==> src/sv/strict_priority_multi_fifo_core_macros.svh <==
// ----------------------------------------------------------------------------
// Strict priority multi-FIFO assertion macros
// Shared concurrent check forms used by the queue RTL.
// ----------------------------------------------------------------------------
`ifndef STRICT_PRIORITY_MULTI_FIFO_CORE_MACROS_SVH
`define STRICT_PRIORITY_MULTI_FIFO_CORE_MACROS_SVH

// Same-cycle implication, disabled while reset is active
`define SPMF_ASSERT_NOW(label, clk, rst_n, ante, cons) \
    label: assert property (@(posedge clk) disable iff (!rst_n) (ante) |-> (cons)) \
        else $error("spmf: same-cycle check failed");

// Next-cycle implication, disabled while reset is active
`define SPMF_ASSERT_NEXT(label, clk, rst_n, ante, cons) \
    label: assert property (@(posedge clk) disable iff (!rst_n) (ante) |=> (cons)) \
        else $error("spmf: next-cycle check failed");

`endif

==> src/sv/spmf_pkg.sv <==
// ----------------------------------------------------------------------------
// Strict priority multi-FIFO package
// Request, result and internal command types, plus opcode encodings.
// ----------------------------------------------------------------------------
package spmf_pkg;

    // Request opcodes
    localparam logic [2:0] OP_PUSH  = 3'd0;
    localparam logic [2:0] OP_POP   = 3'd1;
    localparam logic [2:0] OP_PEEK  = 3'd2;
    localparam logic [2:0] OP_BATCH = 3'd3;
    localparam logic [2:0] OP_CLEAR = 3'd4;

    // Request payload
    typedef struct packed {
        logic [2:0]  opcode;
        logic [2:0]  priority_req;
        logic [31:0] push_value;
        logic [4:0]  batch_count;
    } t_req;

    // Result payload
    typedef struct packed {
        logic        ok;
        logic [31:0] served_value;
        logic [2:0]  served_level;
        logic        last;
        logic [7:0]  total_count;
        logic [4:0]  level_count;
    } t_result;

    // Decoded command kinds
    typedef enum logic [2:0] {
        K_PUSH,
        K_POP,
        K_PEEK,
        K_BATCH,
        K_CLEAR,
        K_BAD
    } t_kind;

    // Command passed from front end to back end
    typedef struct packed {
        t_kind       kind;
        logic [2:0]  prio;
        logic [31:0] value;
        logic [4:0]  limit;
    } t_cmd;

endpackage

==> src/sv/strict_priority_multi_fifo_core.sv <==
// ----------------------------------------------------------------------------
// Strict priority multi-FIFO core
// LEVELS priority FIFOs of DEPTH values each, served highest level first.
// ----------------------------------------------------------------------------
// Usage:
//   Request channel: drive start with i_req; the request is taken on a rising
//   edge with start high and busy low. Opcodes are push, pop, peek, pop batch
//   and clear.
//   Result channel: o_done is high for exactly one cycle per result, with the
//   result on o_result; the receiver cannot stall it. Every request gives at
//   least one result, a batch one per value taken, with last set on the final.
//   Timing: with the back end idle, an accepted request is registered in the
//   command queue, then executed by the back end, which registers its result; a
//   batch first moves the back end to S_BATCH, then gives one value per cycle.
//   Throughput: push, pop, peek and clear run at one request per cycle while
//   no batch holds the back end, set by the back end executing one command per
//   cycle with one write port and one read port. A batch holds the back end
//   until its last value is out. A two-entry command queue sits between the
//   front and back ends; busy is high while it is full.
//   Reset (synchronous, active low) empties all levels and the queue; stored
//   values are not cleared and are never read before being written.
// ----------------------------------------------------------------------------
module strict_priority_multi_fifo_core #(
    parameter int LEVELS      = 4,
    parameter int DEPTH       = 16,
    parameter int VALUE_WIDTH = 32,
    parameter int BATCH_MAX   = 16
) (
    input  logic              i_clk,
    input  logic              i_rst_n,
    input  logic              start,
    output logic              busy,
    input  spmf_pkg::t_req    i_req,
    output logic              o_done,
    output spmf_pkg::t_result o_result
);

    logic           w_cmd_valid;
    spmf_pkg::t_cmd w_cmd;
    logic           w_cmd_pop;

    // Request decode and command queue
    spmf_front #(
        .BATCH_MAX (BATCH_MAX)
    ) u_front (
        .i_clk       (i_clk),
        .i_rst_n     (i_rst_n),
        .start       (start),
        .busy        (busy),
        .i_req       (i_req),
        .o_cmd_valid (w_cmd_valid),
        .o_cmd       (w_cmd),
        .i_cmd_pop   (w_cmd_pop)
    );

    // Level storage and command execution
    spmf_back #(
        .LEVELS      (LEVELS),
        .DEPTH       (DEPTH),
        .VALUE_WIDTH (VALUE_WIDTH)
    ) u_back (
        .i_clk       (i_clk),
        .i_rst_n     (i_rst_n),
        .i_cmd_valid (w_cmd_valid),
        .i_cmd       (w_cmd),
        .o_cmd_pop   (w_cmd_pop),
        .o_done      (o_done),
        .o_result    (o_result)
    );

endmodule

==> src/sv/spmf_front.sv <==
// ----------------------------------------------------------------------------
// Strict priority multi-FIFO front end
// Accepts requests, decodes them into commands and buffers them in a
// two-entry queue ahead of the back end.
// ----------------------------------------------------------------------------
`include "strict_priority_multi_fifo_core_macros.svh"

module spmf_front #(
    parameter int BATCH_MAX = 16
) (
    input  logic              i_clk,
    input  logic              i_rst_n,
    input  logic              start,
    output logic              busy,
    input  spmf_pkg::t_req    i_req,
    output logic              o_cmd_valid,
    output spmf_pkg::t_cmd    o_cmd,
    input  logic              i_cmd_pop
);

    spmf_pkg::t_cmd r_q [2];
    logic           r_wr;
    logic           r_rd;
    logic [1:0]     r_cnt;
    spmf_pkg::t_cmd n_cmd;
    logic           w_acc;

    assign busy        = (r_cnt == 2'd2);
    assign w_acc       = start && !busy;
    assign o_cmd_valid = (r_cnt != 2'd0);
    assign o_cmd       = r_q[r_rd];

    // Decode request into a command
    always_comb begin
        n_cmd.prio  = i_req.priority_req;
        n_cmd.value = i_req.push_value;
        n_cmd.limit = (int'(i_req.batch_count) > BATCH_MAX) ? 5'(BATCH_MAX)
                                                            : i_req.batch_count;
        unique case (i_req.opcode)
            spmf_pkg::OP_PUSH:  n_cmd.kind = spmf_pkg::K_PUSH;
            spmf_pkg::OP_POP:   n_cmd.kind = spmf_pkg::K_POP;
            spmf_pkg::OP_PEEK:  n_cmd.kind = spmf_pkg::K_PEEK;
            spmf_pkg::OP_BATCH: n_cmd.kind = spmf_pkg::K_BATCH;
            spmf_pkg::OP_CLEAR: n_cmd.kind = spmf_pkg::K_CLEAR;
            default:            n_cmd.kind = spmf_pkg::K_BAD;
        endcase
    end

    // Queue storage
    always_ff @(posedge i_clk) begin
        if (w_acc) begin
            r_q[r_wr] <= n_cmd;
        end
    end

    // Queue pointers and fill count
    always_ff @(posedge i_clk) begin
        if (!i_rst_n) begin
            r_wr  <= 1'b0;
            r_rd  <= 1'b0;
            r_cnt <= 2'd0;
        end else begin
            if (w_acc) begin
                r_wr <= ~r_wr;
            end
            if (i_cmd_pop) begin
                r_rd <= ~r_rd;
            end
            r_cnt <= r_cnt + {1'b0, w_acc} - {1'b0, i_cmd_pop};
        end
    end

    `SPMF_ASSERT_NEXT(a_pop_needs_entry, i_clk, i_rst_n, (r_cnt == 2'd0 && !w_acc), !o_cmd_valid)

endmodule

==> src/sv/spmf_back.sv <==
// ----------------------------------------------------------------------------
// Strict priority multi-FIFO back end
// Holds the level FIFOs and their pointers and counts, executes commands and
// drives the registered result port.
// ----------------------------------------------------------------------------
`include "strict_priority_multi_fifo_core_macros.svh"

module spmf_back #(
    parameter int LEVELS      = 4,
    parameter int DEPTH       = 16,
    parameter int VALUE_WIDTH = 32
) (
    input  logic              i_clk,
    input  logic              i_rst_n,
    input  logic              i_cmd_valid,
    input  spmf_pkg::t_cmd    i_cmd,
    output logic              o_cmd_pop,
    output logic              o_done,
    output spmf_pkg::t_result o_result
);

    localparam int ENTRIES = LEVELS * DEPTH;
    localparam int LW      = $clog2(LEVELS);
    localparam int PW      = $clog2(DEPTH);
    localparam int CW      = $clog2(DEPTH + 1);
    localparam int TW      = $clog2(ENTRIES + 1);
    localparam int AW      = $clog2(ENTRIES);
    localparam int XW      = (TW > 5) ? TW : 5;

    typedef enum logic {
        S_IDLE,
        S_BATCH
    } t_state;

    // Level state
    logic [PW-1:0]          r_head [LEVELS];
    logic [PW-1:0]          r_tail [LEVELS];
    logic [CW-1:0]          r_cnt  [LEVELS];
    logic [TW-1:0]          r_total;
    logic [VALUE_WIDTH-1:0] r_mem  [ENTRIES];
    logic [VALUE_WIDTH-1:0] r_rd_data;

    // Control and result registers
    t_state     r_state, n_state;
    logic       r_done, n_done;
    logic       r_ok, n_ok;
    logic       r_use_mem, n_use_mem;
    logic [2:0] r_lvl, n_lvl;
    logic       r_last, n_last;
    logic [7:0] r_tot_o, n_tot_o;
    logic [4:0] r_lc_o, n_lc_o;
    logic [4:0] r_b_left, n_b_left;
    logic [7:0] r_b_tot, n_b_tot;
    logic [4:0] r_b_lc, n_b_lc;

    // Combinational helpers
    logic [LEVELS-1:0] w_mask;
    logic              w_any;
    logic [LW-1:0]     w_top;
    logic              w_pv;
    logic [LW-1:0]     w_pi;
    logic [CW-1:0]     w_pc;
    logic [TW-1:0]     w_above;
    logic [TW-1:0]     w_sum;
    logic [XW-1:0]     w_bn;
    logic [XW-1:0]     w_rem;
    logic [CW-1:0]     w_lc_after;
    logic [TW-1:0]     w_tot_after;
    logic [AW-1:0]     w_raddr;
    logic [AW-1:0]     w_waddr;
    logic              w_push;
    logic              w_pop;
    logic              w_clear;
    logic              w_re;

    function automatic logic [PW-1:0] f_bump(input logic [PW-1:0] p);
        return (p == PW'(DEPTH - 1)) ? '0 : p + 1'b1;
    endfunction

    // Occupancy mask and highest non-empty level
    always_comb begin
        w_top = '0;
        for (int i = 0; i < LEVELS; i++) begin
            w_mask[i] = (r_cnt[i] != '0);
            if (w_mask[i]) begin
                w_top = LW'(i);
            end
        end
        w_any = |w_mask;
    end

    // Requested level and counts above it
    assign w_pv = ({1'b0, i_cmd.prio} < 4'(LEVELS));
    assign w_pi = i_cmd.prio[LW-1:0];
    assign w_pc = r_cnt[w_pi];

    always_comb begin
        w_above = '0;
        w_sum   = '0;
        for (int i = 0; i < LEVELS; i++) begin
            w_sum = w_sum + TW'(r_cnt[i]);
            if (i > int'(i_cmd.prio)) begin
                w_above = w_above + TW'(r_cnt[i]);
            end
        end
    end

    // Batch size and counts left once the whole batch is drained
    always_comb begin
        w_bn  = (XW'(i_cmd.limit) < XW'(r_total)) ? XW'(i_cmd.limit) : XW'(r_total);
        w_rem = (w_bn > XW'(w_above)) ? (w_bn - XW'(w_above)) : '0;
        if (w_rem >= XW'(w_pc)) begin
            w_lc_after = '0;
        end else begin
            w_lc_after = w_pc - CW'(w_rem);
        end
        w_tot_after = r_total - TW'(w_bn);
    end

    // Memory addresses: head of the top level, tail of the requested level
    assign w_raddr = AW'(int'(w_top) * DEPTH) + AW'(r_head[w_top]);
    assign w_waddr = AW'(int'(w_pi) * DEPTH) + AW'(r_tail[w_pi]);

    // Command sequencing
    always_comb begin
        n_state   = r_state;
        n_done    = 1'b0;
        n_ok      = 1'b0;
        n_use_mem = 1'b0;
        n_lvl     = 3'd0;
        n_last    = 1'b1;
        n_tot_o   = 8'(r_total);
        n_lc_o    = w_pv ? 5'(w_pc) : 5'd0;
        n_b_left  = r_b_left;
        n_b_tot   = r_b_tot;
        n_b_lc    = r_b_lc;
        o_cmd_pop = 1'b0;
        w_push    = 1'b0;
        w_pop     = 1'b0;
        w_clear   = 1'b0;
        w_re      = 1'b0;
        unique case (r_state)
            S_IDLE: begin
                if (i_cmd_valid) begin
                    o_cmd_pop = 1'b1;
                    n_done    = 1'b1;
                    unique case (i_cmd.kind) inside
                        spmf_pkg::K_PUSH: begin
                            if (w_pv && w_pc != CW'(DEPTH)) begin
                                w_push  = 1'b1;
                                n_ok    = 1'b1;
                                n_tot_o = 8'(r_total + TW'(1));
                                n_lc_o  = 5'(w_pc + CW'(1));
                            end
                        end
                        spmf_pkg::K_POP, spmf_pkg::K_PEEK: begin
                            if (w_any) begin
                                w_re      = 1'b1;
                                n_ok      = 1'b1;
                                n_use_mem = 1'b1;
                                n_lvl     = 3'(w_top);
                                if (i_cmd.kind == spmf_pkg::K_POP) begin
                                    w_pop   = 1'b1;
                                    n_tot_o = 8'(r_total - TW'(1));
                                    if (w_pv && w_pi == w_top) begin
                                        n_lc_o = 5'(w_pc - CW'(1));
                                    end
                                end
                            end
                        end
                        spmf_pkg::K_BATCH: begin
                            if (w_bn != '0) begin
                                n_done   = 1'b0;
                                n_state  = S_BATCH;
                                n_b_left = 5'(w_bn);
                                n_b_tot  = 8'(w_tot_after);
                                n_b_lc   = w_pv ? 5'(w_lc_after) : 5'd0;
                            end
                        end
                        spmf_pkg::K_CLEAR: begin
                            w_clear = 1'b1;
                            n_ok    = 1'b1;
                            n_tot_o = 8'd0;
                            n_lc_o  = 5'd0;
                        end
                        default: begin
                        end
                    endcase
                end
            end
            S_BATCH: begin
                // one value from the highest non-empty level per cycle
                w_re      = 1'b1;
                w_pop     = 1'b1;
                n_done    = 1'b1;
                n_ok      = 1'b1;
                n_use_mem = 1'b1;
                n_lvl     = 3'(w_top);
                n_tot_o   = r_b_tot;
                n_lc_o    = r_b_lc;
                n_last    = (r_b_left == 5'd1);
                n_b_left  = r_b_left - 5'd1;
                if (r_b_left == 5'd1) begin
                    n_state = S_IDLE;
                end
            end
            default: begin
                n_state = S_IDLE;
            end
        endcase
    end

    // State machine and registered result
    always_ff @(posedge i_clk) begin
        if (!i_rst_n) begin
            r_state  <= S_IDLE;
            r_done   <= 1'b0;
            r_b_left <= 5'd0;
        end else begin
            r_state  <= n_state;
            r_done   <= n_done;
            r_b_left <= n_b_left;
        end
        r_ok      <= n_ok;
        r_use_mem <= n_use_mem;
        r_lvl     <= n_lvl;
        r_last    <= n_last;
        r_tot_o   <= n_tot_o;
        r_lc_o    <= n_lc_o;
        r_b_tot   <= n_b_tot;
        r_b_lc    <= n_b_lc;
    end

    // Per-level pointers and counts
    always_ff @(posedge i_clk) begin
        if (!i_rst_n || w_clear) begin
            for (int i = 0; i < LEVELS; i++) begin
                r_head[i] <= '0;
                r_tail[i] <= '0;
                r_cnt[i]  <= '0;
            end
            r_total <= '0;
        end else if (w_push) begin
            r_tail[w_pi] <= f_bump(r_tail[w_pi]);
            r_cnt[w_pi]  <= r_cnt[w_pi] + CW'(1);
            r_total      <= r_total + TW'(1);
        end else if (w_pop) begin
            r_head[w_top] <= f_bump(r_head[w_top]);
            r_cnt[w_top]  <= r_cnt[w_top] - CW'(1);
            r_total       <= r_total - TW'(1);
        end
    end

    // Value store: one write port, one registered read port
    always_ff @(posedge i_clk) begin
        if (w_push) begin
            r_mem[w_waddr] <= VALUE_WIDTH'(i_cmd.value);
        end
        if (w_re) begin
            r_rd_data <= r_mem[w_raddr];
        end
    end

    // Result port
    assign o_done                = r_done;
    assign o_result.ok           = r_ok;
    assign o_result.served_value = r_use_mem ? 32'(r_rd_data) : 32'd0;
    assign o_result.served_level = r_lvl;
    assign o_result.last         = r_last;
    assign o_result.total_count  = r_tot_o;
    assign o_result.level_count  = r_lc_o;

    `SPMF_ASSERT_NOW(a_total_matches, i_clk, i_rst_n, 1'b1, r_total == w_sum)
    `SPMF_ASSERT_NOW(a_pop_nonempty, i_clk, i_rst_n, w_pop, w_any)
    `SPMF_ASSERT_NEXT(a_batch_last, i_clk, i_rst_n, (r_state == S_BATCH && r_b_left == 5'd1), (o_done && r_last))

endmodule

==> config.mk <==
export PLATFORM = sky130hd
export DESIGN_NAME = strict_priority_multi_fifo_core
export DESIGN_NICKNAME = d
export VERILOG_FILES = /design/src/sv/spmf_pkg.sv /design/src/sv/strict_priority_multi_fifo_core.sv /design/src/sv/spmf_front.sv /design/src/sv/spmf_back.sv
export VERILOG_INCLUDE_DIRS = /design/src /design/src/sv
export SDC_FILE = /design/constraint.sdc
export NUM_CORES = 2
export LEC_CHECK = 0
export BUFFER_PORTS_ARGS = -buffer_cell sky130_fd_sc_hd__buf_4
export CAP_MARGIN = 5
export CORE_ASPECT_RATIO = 1.1
export CORE_UTILIZATION = 66
export CTS_CLUSTER_SIZE = 10
export DETAILED_ROUTE_END_ITERATION = 12
export PLACE_DENSITY_LB_ADDON = 0.3
export SLEW_MARGIN = 10
export SYNTH_ARGS = -nofsm -noshare
export SYNTH_HDL_FRONTEND = slang
export SYNTH_SLANG_ARGS = --single-unit
==> constraint.sdc <==
create_clock -name i_clk -period 17 [get_ports i_clk]
set_input_delay 2.55 -clock i_clk [delete_from_list [all_inputs] [get_ports i_clk]]
set_output_delay 2.55 -clock i_clk [all_outputs]
set_load 0.03 [all_outputs]
* After elaboration in Yosys (flattened, before gate mapping)
Memories as Yosys holds them, arrays and structs flattened. A register that Yosys moved wholly into a read port is not among the register bits.
Cells that the tools add are included.
** Cells by class
- $add $sub $neg :: 19
- Order comparisons :: 8
- Eq/ne operators :: 17
- Muxes and demuxes :: 93
- Bitwise logic cells :: 4
- Reductions and logical operators :: 24
** Operators with widths (count)
- $mux 5 :: 13
- $mux 1 :: 43
- $mux 7 :: 6
- $mux 32 :: 1
- $mux 8 :: 4
- $pmux 8 s3 :: 1
- $pmux 5 s2 :: 2
- $reduce_bool 5->1 :: 4
- $mux 4 :: 4
- $pmux 8 s2 :: 1
- $pmux 3 s5 :: 1
- $pmux 5 s3 :: 1
- $sub 5x1->5 const B :: 3
- $mux 2 :: 7
- $sub 7x7->7 :: 2
- $add 6x4->6 :: 2
- $eq 3x2->1 const B :: 4
- $reduce_or 4->1 :: 3
- $pmux 1 s2 :: 5
- $reduce_or 5->1 :: 2
- $add 4x1->4 const B :: 2
- $add 7x1->8 const B :: 1
- $eq 4x4->1 const B :: 2
- $sub 7x1->8 const B :: 1
- 35 further kinds :: 50
** Word-level totals
- Register bits :: 49
- Memory bits (writable) :: 2186
- Input bits :: 46
- Output and inout port bits :: 52
- Logic and storage cells :: 185
- Memories kept :: 5
** Memories
- u_back.r_mem :: words 64, bits a word 32, rd ports 1, clocked after Yosys merged registers in 1, wr ports 1, line spmf_back.sv:40 : logic [VALUE_WIDTH-1:0] r_mem [ENTRIES];
- u_front.r_q :: words 2, bits a word 43, rd ports 1, clocked after Yosys merged registers in 1, wr ports 1, line spmf_front.sv:21 : spmf_pkg::t_cmd r_q [2];
- u_back.r_cnt :: words 4, bits a word 5, rd ports 6, clocked after Yosys merged registers in 0, wr ports 4, line spmf_back.sv:38 : logic [CW-1:0] r_cnt [LEVELS];
- u_back.r_head :: words 4, bits a word 4, rd ports 1, clocked after Yosys merged registers in 0, wr ports 4, line spmf_back.sv:36 : logic [PW-1:0] r_head [LEVELS];
- u_back.r_tail :: words 4, bits a word 4, rd ports 1, clocked after Yosys merged registers in 0, wr ports 4, line spmf_back.sv:37 : logic [PW-1:0] r_tail [LEVELS];

* Longest topological paths before layout
An unclocked memory read counts as a cell.
- Word-level depth :: 13
- Gate-level depth with buffers :: 33
- Gate-level depth less buffers :: 31

* Modules after synthesis
A second synthesis with hierarchy kept.
** Unflattened totals
- Cells, all modules :: 6402
- Area, all modules :: 91755.5 um^2
** By module, submodules not included
- spmf_back :: instances 1, cells each 6234, area an instance 88172.1 um^2, seq. area each 65022.4 um^2
- spmf_front :: instances 1, cells each 168, area an instance 3583.4 um^2, seq. area each 2682.6 um^2

* Least setup slack after synthesis
Ideal clock, no wire load.
- Kind :: reg-to-reg
- Start point :: register (tool-made name)
- End point :: register u_back.r_b_lc[2] (data pin)
- Library setup time :: 0.135 ns
- Arrival :: 6.074 ns
- Required time :: 16.865 ns
- Setup slack :: 10.792 ns
- Stages on the path, launching flop included :: 32
- Path buffers :: 2
- Clock period less this slack :: 6.208 ns
- Path through :: dfxtp_1 > buf_2 > or3b_2 > and2_1 > clkbuf_1 > nor2_1 > nand2_1 > xnor2_1 > ha_1 > a21o_1 > and2_1 > a21oi_1 > xnor2_1 > nor2_1 > ha_1 > a21o_1 > xor2_1 > nand2_1 > ha_1 > a21boi_0 > o21ai_0 > a21boi_0 > o21ai_0 > a21oi_1 > nand2_1 > ha_1 > a21o_1 > a21o_1 > a21oi_1 > nor2b_1 > a2111oi_0 > and2_1
** RTL lines
- end signal: assignment :: line spmf_back.sv:231 : r_b_lc <= n_b_lc;
- end: declaration :: line spmf_back.sv:54 : logic [4:0] r_b_lc, n_b_lc;

==> summary.md <==
| Metric | Value |
|---|---|
| Number of violations reported at the end of detailed-routing iteration 0 | about 10000 |
| Cell Rows | 143 |
| CTS Root Cell | clkbuf_16 |
| Hold WC Path Type | reg -> reg |
| Slowest-stage cell, CP | a2111oi_0 |
| Critical Path AT | 7.93 ns |
| Maximum number of pins on one net before global-route repair | roughly 130 |
| Synth cell types | approximately 90 |
| Flops & latches, synth | around 2300 |
| Leading cell type in the layout, fill and taps excluded | edfxtp_1 |
| DRC violations left | 0 |
| Die footprint | between 100000 and 150000 sq um |
| Worst Setup End Kind | flip-flop |
| Post_cts resized | 0 |
| Slew Viols, Final | 0 |
| Hold path startpoint | u_back.r_b_tot[2] |
| Max capacitance violation total | 0 |
| Average size of a mapped cell | between 10 and 15 sq um |
| Unrepaired setup endpoints after global routing | false |
| Critical Path Start Type | flip-flop |
| Total overflow reported by the global router | 0 |
| Port Buffer Count | 96 |
| Cells after synthesis | between 6000 and 7000 |
| Die X | roughly 360 um |
| Total Negative Setup Slacks | 0 ns |
| Yosys warning count | 0 |
| Count of vias placed by the detailed router | roughly 59000 |
| Overall power | approximately 17 mW |
| Worst-case vdd ir drop | around 0.00015 V |
| Power density over the cells | about 170 nW/um^2 |
| Core Region | around 140000 sq um |
| Placed insts | around 8000 |
| Static leakage | 34.26 nW |
| Required time at the endpoint of the critical path | roughly 18 ns |
| Layout cells sized above 1 | 12.56% |
| Final-stage net count | between 6000 and 7000 |
| Top flip-flop cell by instance count after synthesis | edfxtp_1 |
| Total iterations of the first detailed-routing run | 8 |
| Run status | complete, no violations |
| Insertion delay of the later-clocked pin in the worst-skew pair | about 0.9 ns |
| Crit path time final | 7.203 ns |
| Final Setup Violations | 0 |
| Clock transition at the register clock pins on the worst setup and hold paths after CTS | 0.06 ns |
| Hold violation total from the final report | 0 |
| Final wirelength | ~260000 um |
| Initial standard-cell utilization of the core | between 60% and 70% |
| Setup Fix Bufs, Post-CTS | 0 |
| Number of H-tree levels | 5 |
| Vias per Instance | between 7 and 8 |
| CTS max path bufs | 4 |
| Routed Antenna Nets | 0 |
| Non-filler instance count after layout | 8296 |
| Sequential cell area fraction in the yosys report | between 70 and 80% |
| Fraction of the cycle the final worst path needs | 42.37% |
| Top-Level Pins | just under 100 |
| Mapped cell area | roughly 92000 sq um |
| Number of global-route vias before repair | ~58000 |
| Async S/R FF share, synth | 0% |
| CTS hold repair buffers | 0 |
| Worst Clk Skew | ~0.059 ns |
| Number of enable flip-flop cells after synthesis | around 2200 |
| Global routing usage summed across all routing layers | between 30% and 40% |
| Antenna violations before repair | 5 |
| Die boundary height | between 300 and 400 um |
| Drt wl/cell | approximately 31 um |
| Final critical-path setup slack | 9.797 ns |
| Routability-driven placement congestion ratio | roughly 0.88 |
| Setup Crit Path Kind | reg -> reg |
| Count of clock tree sinks | 2267 |
| First-pass GRT wire length | about 370000 um |
| Clock tree from TritonCTS | built |
| Hold WS | 0.4436 ns |
| Slew at the pin with the worst max-slew slack | around 1.3 ns |
| Max Fanout on Critical Path | 13 |
| Rel. slew slack | a little under an eighth |
| Worst stage delay on the critical path | between 0.7 and 0.8 ns |
| CTS Buf Count | about 280 |
| DP Worst Slack | 9.767 ns |
| Commonest non-fill, non-tap cells in the layout | 2230 x edfxtp_1, 1337 x nand2_1, 396 x a21oi_1 |
| Synthesis-to-layout area growth | 11.22% |
| Maximum operating frequency | 0.1388 GHz |
| Most used cell along the critical path | ha_1 |
| Post-detailed-placement half-perimeter wirelength | approximately 140000 um |
==> registers in the layout, summed over array words and instances, names as in the netlist, 2 cells and up, named ones only <==
register	flops
u_back.r_b_tot	7
u_back.r_cnt	20
u_back.r_b_lc	5
u_back.r_tot_o	8
u_back.r_rd_data	32
u_back.r_lvl	2
u_back.r_lc_o	5
u_back.r_tail	16
u_back.r_mem	2048
u_front.r_cnt	2
u_back.r_b_left	5
u_front.r_q	86
u_back.r_total	7
u_back.r_head	16
==> cell usage after synthesis (88+ instances only) <==
cell	n	area share (%)
nand2_1	1338	5.5
clkbuf_1	193	0.79
mux4_2	123	3.0
or3_1	129	0.88
nor2_1	198	0.81
nand3_1	112	0.61
mux2i_1	121	1.3
buf_2	113	0.62
and3_1	141	0.96
a21oi_1	397	2.2
inv_1	88	0.36
edfxtp_1	2230	73
a31oi_1	172	1.2
==> critical path: cells and delay by family, from the launching register on <==
kind | cells | cell delay (ns)
xor+xnor | 3 | 0.44
flops | 1 | 0.51
fa+ha+maj | 4 | 1.24
compound gates | 11 | 2.58
simple gates | 12 | 2.30
==> per-layer routing <==
layer	vias to the layer above	global-route usage [%]	wire length (um)
met5	-	0	43
met4	6	24.51	18930
met3	954	8.770	33400
met2	4973	56.71	119300
met1	28670	46.94	85190
li1	24090	-	-
==> where the power goes <==
group | total [mW] | internal (mW) | switching, mW
clock network | 4.98 | 2.95 | 2.03
logic | 5.29 | 1.55 | 3.74
registers | 7.00 | 6.88 | 0.121
total | 17.3 | 11.4 | 5.89
==> metrics by stage <==
step	utilization (%)	cell area, sq um
finish	73.85	101900
global route	73.84	101900
CTS	73.82	101800
detailed placement	68.58	94600
global placement	68.58	94600
floorplan	-	91600
==> final cells by class <==
type	count	area [sq um]
repair buffers	252	1942
diodes	5	12.51
fillers	7672	36070
multi-input cells	3561	22360
inverters	91	356.6
clock buffers	303	7199
flip-flops and latches	2267	67710
clock inverters	5	30.03
well taps	1812	2267
==> path summary, 6_finish.rpt <==
| check | cells past startpoint | slack, ns | endpoint |
|---|---|---|---|
| min | 2 | 0.44 | u_back.r_tot_o[2] |
| max | 30 | 9.80 | u_back.r_b_lc[2] |
| min reg2reg | 2 | 0.44 | u_back.r_tot_o[2] |
| max reg2reg | 30 | 9.80 | u_back.r_b_lc[2] |
==> kinds of logic (layout without fill, tap and decap cells) <==
family | count (synthesis) | in the layout | share of synthesized area [%]
AO/OA/AOI/OAI | 1084 | 1084 | 7.684
XOR/XNOR | 42 | 42 | 0.4016
adder cells (fa/ha/maj) | 56 | 56 | 0.8060
buffers and inverters | 474 | 651 | 2.322
flip-flops | 2267 | 2267 | 73.92
multiplexers | 291 | 291 | 4.927
other | 1 | 8 | 0.004094
AND/OR/NAND/NOR | 2085 | 2085 | 9.935
Note: power is estimated with default switching activity, not from simulation.
